$ cat src/sv/mxu_pkg.sv
// Shared types, codes and helpers of the micro-op execute unit.
package mxu_pkg;

    localparam int RAM_AW    = 16;
    localparam int RAM_DEPTH = 1 << RAM_AW;
    localparam int DATA_W    = 8;

    localparam logic [1:0] FLAGS_LOGIC = 2'(3);

    typedef enum logic [4:0] {
        OP_NOP  = 5'd0,
        OP_IMM  = 5'd1,
        OP_MOVA = 5'd2,
        OP_MOVB = 5'd3,
        OP_ADD  = 5'd4,
        OP_ADDC = 5'd5,
        OP_SUB  = 5'd6,
        OP_SUBC = 5'd7,
        OP_AND  = 5'd8,
        OP_OR   = 5'd9,
        OP_XOR  = 5'd10,
        OP_SHL  = 5'd11,
        OP_SHLC = 5'd12,
        OP_NOTA = 5'd13,
        OP_NOTB = 5'd14,
        OP_CMP  = 5'd15,
        OP_STA  = 5'd16,
        OP_STB  = 5'd17,
        OP_STI  = 5'd18,
        OP_LD   = 5'd19,
        OP_B    = 5'd20,
        OP_OUTI = 5'd21
    } op_t;

    typedef enum logic [2:0] {
        SEL_INSTR   = 3'd0,
        SEL_A       = 3'd1,
        SEL_B       = 3'd2,
        SEL_ADDR_LO = 3'd3,
        SEL_ADDR_HI = 3'd4
    } sel_t;

    typedef enum logic [7:0] {
        PORT_ZERO = 8'd0,
        PORT_ONE  = 8'd1
    } port_sel_t;

    typedef struct packed {
        logic [7:0]  instr;
        logic [7:0]  a;
        logic [7:0]  b;
        logic [7:0]  addr_lo;
        logic [7:0]  addr_hi;
        logic [1:0]  flags;
        logic [15:0] pc;
        logic [7:0]  step;
        logic [7:0]  port0;
        logic [7:0]  port1;
    } arch_t;

    typedef struct packed {
        logic       wr_en;
        logic       rd_en;
        logic [7:0] wdata;
    } mem_req_t;

    function automatic arch_t write_target(arch_t s, logic [2:0] sel, logic [7:0] val);
        arch_t r;
        r = s;
        case (sel)
            SEL_INSTR:   r.instr   = val;
            SEL_A:       r.a       = val;
            SEL_B:       r.b       = val;
            SEL_ADDR_LO: r.addr_lo = val;
            SEL_ADDR_HI: r.addr_hi = val;
            default:     r = s;
        endcase
        return r;
    endfunction

endpackage

$ cat src/sv/mxu_exec.sv
// Combinational execute logic: next register state, memory request and fault for one micro-op.
module mxu_exec (
    input  mxu_pkg::arch_t    cur,
    input  logic              edge_req,
    input  logic [4:0]        micro_op,
    input  logic [2:0]        target_select,
    input  logic              step_keep,
    input  logic [7:0]        rom_byte,
    output mxu_pkg::arch_t    nxt,
    output mxu_pkg::mem_req_t req,
    output logic              fault
);

    logic       writes;
    logic       bad_sel;
    logic       is_sub;
    logic       cin;
    logic [7:0] bop;
    logic [8:0] sum;
    logic [1:0] arith_flags;

    always_comb
    begin
        writes  = ((micro_op >= mxu_pkg::OP_IMM) && (micro_op <= mxu_pkg::OP_NOTB))
                  || (micro_op == mxu_pkg::OP_LD);
        bad_sel = target_select > mxu_pkg::SEL_ADDR_HI;
        is_sub  = (micro_op == mxu_pkg::OP_SUB) || (micro_op == mxu_pkg::OP_SUBC)
                  || (micro_op == mxu_pkg::OP_CMP);
        cin     = (micro_op == mxu_pkg::OP_ADDC) || (micro_op == mxu_pkg::OP_SUB)
                  || (micro_op == mxu_pkg::OP_CMP);
        bop     = is_sub ? ~cur.b : cur.b;
        sum     = {1'b0, cur.a} + {1'b0, bop} + 9'(cin);
        arith_flags = {(sum[7:0] == 8'd0), ~sum[8]};

        nxt   = cur;
        req   = '0;
        fault = 1'b0;

        if (edge_req)
        begin
            nxt.step = step_keep ? cur.step + 8'd1 : 8'd0;
            unique case (micro_op)
                mxu_pkg::OP_IMM, mxu_pkg::OP_STI, mxu_pkg::OP_OUTI: nxt.pc = cur.pc + 16'd1;
                mxu_pkg::OP_B: nxt.pc = {cur.addr_hi, cur.addr_lo};
                default: nxt.pc = cur.pc;
            endcase
        end
        else if (writes && bad_sel)
        begin
            fault = 1'b1;
        end
        else
        begin
            unique case (micro_op)
                mxu_pkg::OP_IMM:  nxt = mxu_pkg::write_target(cur, target_select, rom_byte);
                mxu_pkg::OP_MOVA: nxt = mxu_pkg::write_target(cur, target_select, cur.a);
                mxu_pkg::OP_MOVB: nxt = mxu_pkg::write_target(cur, target_select, cur.b);
                mxu_pkg::OP_ADD, mxu_pkg::OP_ADDC, mxu_pkg::OP_SUB, mxu_pkg::OP_SUBC:
                begin
                    nxt = mxu_pkg::write_target(cur, target_select, sum[7:0]);
                    nxt.flags = arith_flags;
                end
                mxu_pkg::OP_CMP:  nxt.flags = arith_flags;
                mxu_pkg::OP_AND:
                begin
                    nxt = mxu_pkg::write_target(cur, target_select, cur.a & cur.b);
                    nxt.flags = mxu_pkg::FLAGS_LOGIC;
                end
                mxu_pkg::OP_OR:
                begin
                    nxt = mxu_pkg::write_target(cur, target_select, cur.a | cur.b);
                    nxt.flags = mxu_pkg::FLAGS_LOGIC;
                end
                mxu_pkg::OP_XOR:
                begin
                    nxt = mxu_pkg::write_target(cur, target_select, cur.a ^ cur.b);
                    nxt.flags = mxu_pkg::FLAGS_LOGIC;
                end
                mxu_pkg::OP_SHL:
                begin
                    nxt = mxu_pkg::write_target(cur, target_select, {cur.a[6:0], 1'b0});
                    nxt.flags = mxu_pkg::FLAGS_LOGIC;
                end
                mxu_pkg::OP_SHLC:
                begin
                    nxt = mxu_pkg::write_target(cur, target_select,
                                                {cur.a[6:0], cur.flags[0]});
                    nxt.flags = mxu_pkg::FLAGS_LOGIC;
                end
                mxu_pkg::OP_NOTA:
                begin
                    nxt = mxu_pkg::write_target(cur, target_select, ~cur.a);
                    nxt.flags = mxu_pkg::FLAGS_LOGIC;
                end
                mxu_pkg::OP_NOTB:
                begin
                    nxt = mxu_pkg::write_target(cur, target_select, ~cur.b);
                    nxt.flags = mxu_pkg::FLAGS_LOGIC;
                end
                mxu_pkg::OP_STA:
                begin
                    req.wr_en = 1'b1;
                    req.wdata = cur.a;
                    nxt.flags = mxu_pkg::FLAGS_LOGIC;
                end
                mxu_pkg::OP_STB:
                begin
                    req.wr_en = 1'b1;
                    req.wdata = cur.b;
                    nxt.flags = mxu_pkg::FLAGS_LOGIC;
                end
                mxu_pkg::OP_STI:
                begin
                    req.wr_en = 1'b1;
                    req.wdata = rom_byte;
                end
                mxu_pkg::OP_LD:   req.rd_en = 1'b1;
                mxu_pkg::OP_OUTI:
                begin
                    if (cur.addr_lo == mxu_pkg::PORT_ZERO)
                    begin
                        nxt.port0 = rom_byte;
                    end
                    else if (cur.addr_lo == mxu_pkg::PORT_ONE)
                    begin
                        nxt.port1 = rom_byte;
                    end
                    else
                    begin
                        fault = 1'b1;
                    end
                end
                default: nxt = cur;
            endcase
        end
    end

endmodule

$ cat config.mk
export PLATFORM = sky130hd
export DESIGN_NAME = mxu_exec
export DESIGN_NICKNAME = d
export VERILOG_FILES = /design/src/sv/mxu_pkg.sv /design/src/sv/mxu_exec.sv
export SDC_FILE = /design/constraint.sdc
export NUM_CORES = 1
export LEC_CHECK = 0
export ABC_AREA = 1
export BUFFER_PORTS_ARGS = -buffer_cell sky130_fd_sc_hd__buf_2
export CAP_MARGIN = 20
export CORE_MARGIN = 2
export CORE_UTILIZATION = 59
export DETAILED_ROUTE_END_ITERATION = 8
export GPL_TIMING_DRIVEN = 1
export PLACE_DENSITY_LB_ADDON = 0.12
export SLEW_MARGIN = 20
export SYNTH_ARGS = -nofsm -noshare
export SYNTH_HDL_FRONTEND = slang
export SYNTH_SLANG_ARGS = --single-unit
$ cat constraint.sdc
create_clock -name vclk -period 7.2
set_clock_uncertainty 0.05 [all_clocks]
set_input_delay 0.36 -clock vclk [all_inputs]
set_output_delay 0.36 -clock vclk [all_outputs]
set_load 0.01 [all_outputs]
==> results.cfg <==
[floorplan]
die_y_um = 107
coreArea_um2 = 10300
die_w_um = 107
initial_core_util = 0.605
die_area_um2 = 11400
io-pin-count = 193
rows = 37

[final_layout]
layout.nets = 1651
n_clock_buffer = 0
design_area_um2 = 7220
drive_gt1_frac = 0.160
multi_input_area_um2 = 5340
syn2layout_area_growth_pct = 15.7
register_area_um2 = 0
seq_cells = 0
num_antenna_cells = 0
fillers = 1088

[power]
power_frac_seq = 0
peakVddDrop_v = 0.0000422
combinationalPowerShare = 1.000
powerDensity_nw_per_um2 = 60.6
p_int_mw = 0.139
power_mw = 0.438
swShare = 0.682
p_clk_frac = 0
p_sw_mw = 0.299
p_leak_nw = 4.59

[global_route]
grt_pass1_vias = 8543
grt_pass1_wl_um = 44200
track_usage = 0.491
antenna_found_initial = 0
grt_overflow_total = 0
grt_max_degree = 38

[cts]
post-cts-setup-buffer-count = 0
ctsResizeCount = 0
cts_hold_buf = 0

[yosys]
synth_cells = 1367
yosys-top-cells-count = 483 x nand2_1, 177 x nor2_1, 162 x inv_1, 149 x o21ai_0, 128 x nand3_1
ys_seq_area_frac = 0
synth_nets = 1496
yosysWarnings = 0
synth_most_common_cell = nand2_1
syn_avg_cell_area_um2 = 4.57
synth.area.top_cells = nand2_1 29%, o21ai_0 12%, nor2_1 11%
synth_cell_type_count = 46
syn-cell-area_um2 = 6250
yosysTopAreaCellShare = 0.290
yosys.area.top_type = nand2_1

[timing]
layout_setup_ws_ns = 2.98
slew_violations = 0
min_period_ns = 4.22
rsz0062_at_grt = false
setup_viol = 0
slew_headroom = 0.188
setup_tns_ns = 0
finalHoldViolCount = 0
max_freq_mhz = 237
worst_slew_pin_slew_ns = 1.22
period_share = 0.586

[setup_path]
cp.arrival_ns = 3.81
worstSetupEndpoint = nxt[41]
start_kind = input port
critPathKind = input port to output pin
path_max_fanout = 18
required_ns = 6.79
critPathLaunch = micro_op[4]
endpoint_kind = output pin

[placement]
hpwl_um = 22100
gp_congestion = 1.09
dp_slack_ns = 3.15
dpl-instance-area_um2 = 7220
io_buffers = 193

[route]
routed_via_density = 6.09
first_pass_iters = 8
wire_per_inst_um = 17.7
ant_nets = 0
vias = 10100
drt_iter0_markers = 1724
wl_um = 29200
drc = 0

[hold_path]
hold_depth = 4
worstHoldPathType = input port to output pin

[flow_run]
maxCapViolCount = 0

[run_status]
status = completed
## power groups by stage
stage | logic (mW) | clock network (mW) | registers, mW
detailed placement | 0.415 | 0 | 0
finish | 0.438 | 0 | 0
floorplan | 0.259 | 0 | 0
global route | 0.474 | 0 | 0
global placement | 0.411 | 0 | 0
CTS | 0.416 | 0 | 0
## per-stage QoR
| stage | hold slack [ns] | util | std cells |
|---|---|---|---|
| 2_1_floorplan | 0.752 | - | 1367 |
| 3_3_place_gp | 0.955 | 0.700 | 1656 |
| 3_5_place_dp | 0.956 | 0.700 | 1656 |
| 4_1_cts | 0.962 | 0.700 | 1656 |
| 5_1_grt | 0.988 | 0.700 | 1656 |
| 6_report | 0.962 | 0.700 | 1656 |
## metal layers
metal / track usage / share of wire / wire length [um]
met1: 0.605 / 0.35 / 10100
met2: 0.747 / 0.41 / 11900
met3: 0.151 / 0.17 / 4930
met4: 0.291 / 0.080 / 2340
met5: 0 / 0 / 0
## how the worst min path moves through the flow
| stage | start | to |
|---|---|---|
| 2_1_floorplan | cur[16] | nxt[16] |
| 3_3_place_gp | cur[2] | nxt[2] |
| 3_5_place_dp | cur[0] | nxt[0] |
| 4_1_cts | cur[0] | nxt[0] |
| 5_1_grt | cur[16] | nxt[16] |
| 6_report | cur[5] | nxt[5] |
## layout by cell type (no fill, tap or decap), drive strengths merged
master    n
or2       3
nand2   492
nor3     23
buf     202
nand3   132
nand3b   10
ha       27
nand4    10
nor3b     2
o211ai    5
clkinv   10
nor4      1
a22oi     4
a21oi    47
o221ai    2
a31oi     2
o21bai    1
nand2b    1
inv     171
fa        2
o21ai   160
nor2    187
o22ai     9
xor2     11
a21boi    5
and3      1
## layout make-up
type               count  area share
multi-input cells   1137       0.739
inverters            181      0.0946
repair buffers       202       0.143
well taps            136      0.0236
## worst max-delay path: stages
cell	delay, ns
buf_2	0.16
inv_4	0.18
nand3_1	0.17
o22ai_2	0.56
xor2_1	0.18
fa_1	0.45
fa_1	0.44
nand2_1	0.11
nand3_1	0.12
nand2_1	0.08
nand2_1	0.07
nand2_1	0.23
nand3_1	0.12
nor2_1	0.11
nand3_1	0.13
nand2_1	0.09
nand2_1	0.05
nand2_1	0.08
buf_2	0.14
## cell families after synthesis
group                    Yosys count  share of synthesized area
buffers and inverters            230                      0.146
AND/OR/NAND/NOR                  862                      0.579
XOR/XNOR                          11                     0.0154
AO/OA/AOI/OAI                    235                      0.199
adder cells (fa/ha/maj)           29                     0.0605
No activity file was read; power rests on OpenSTA's default activity.
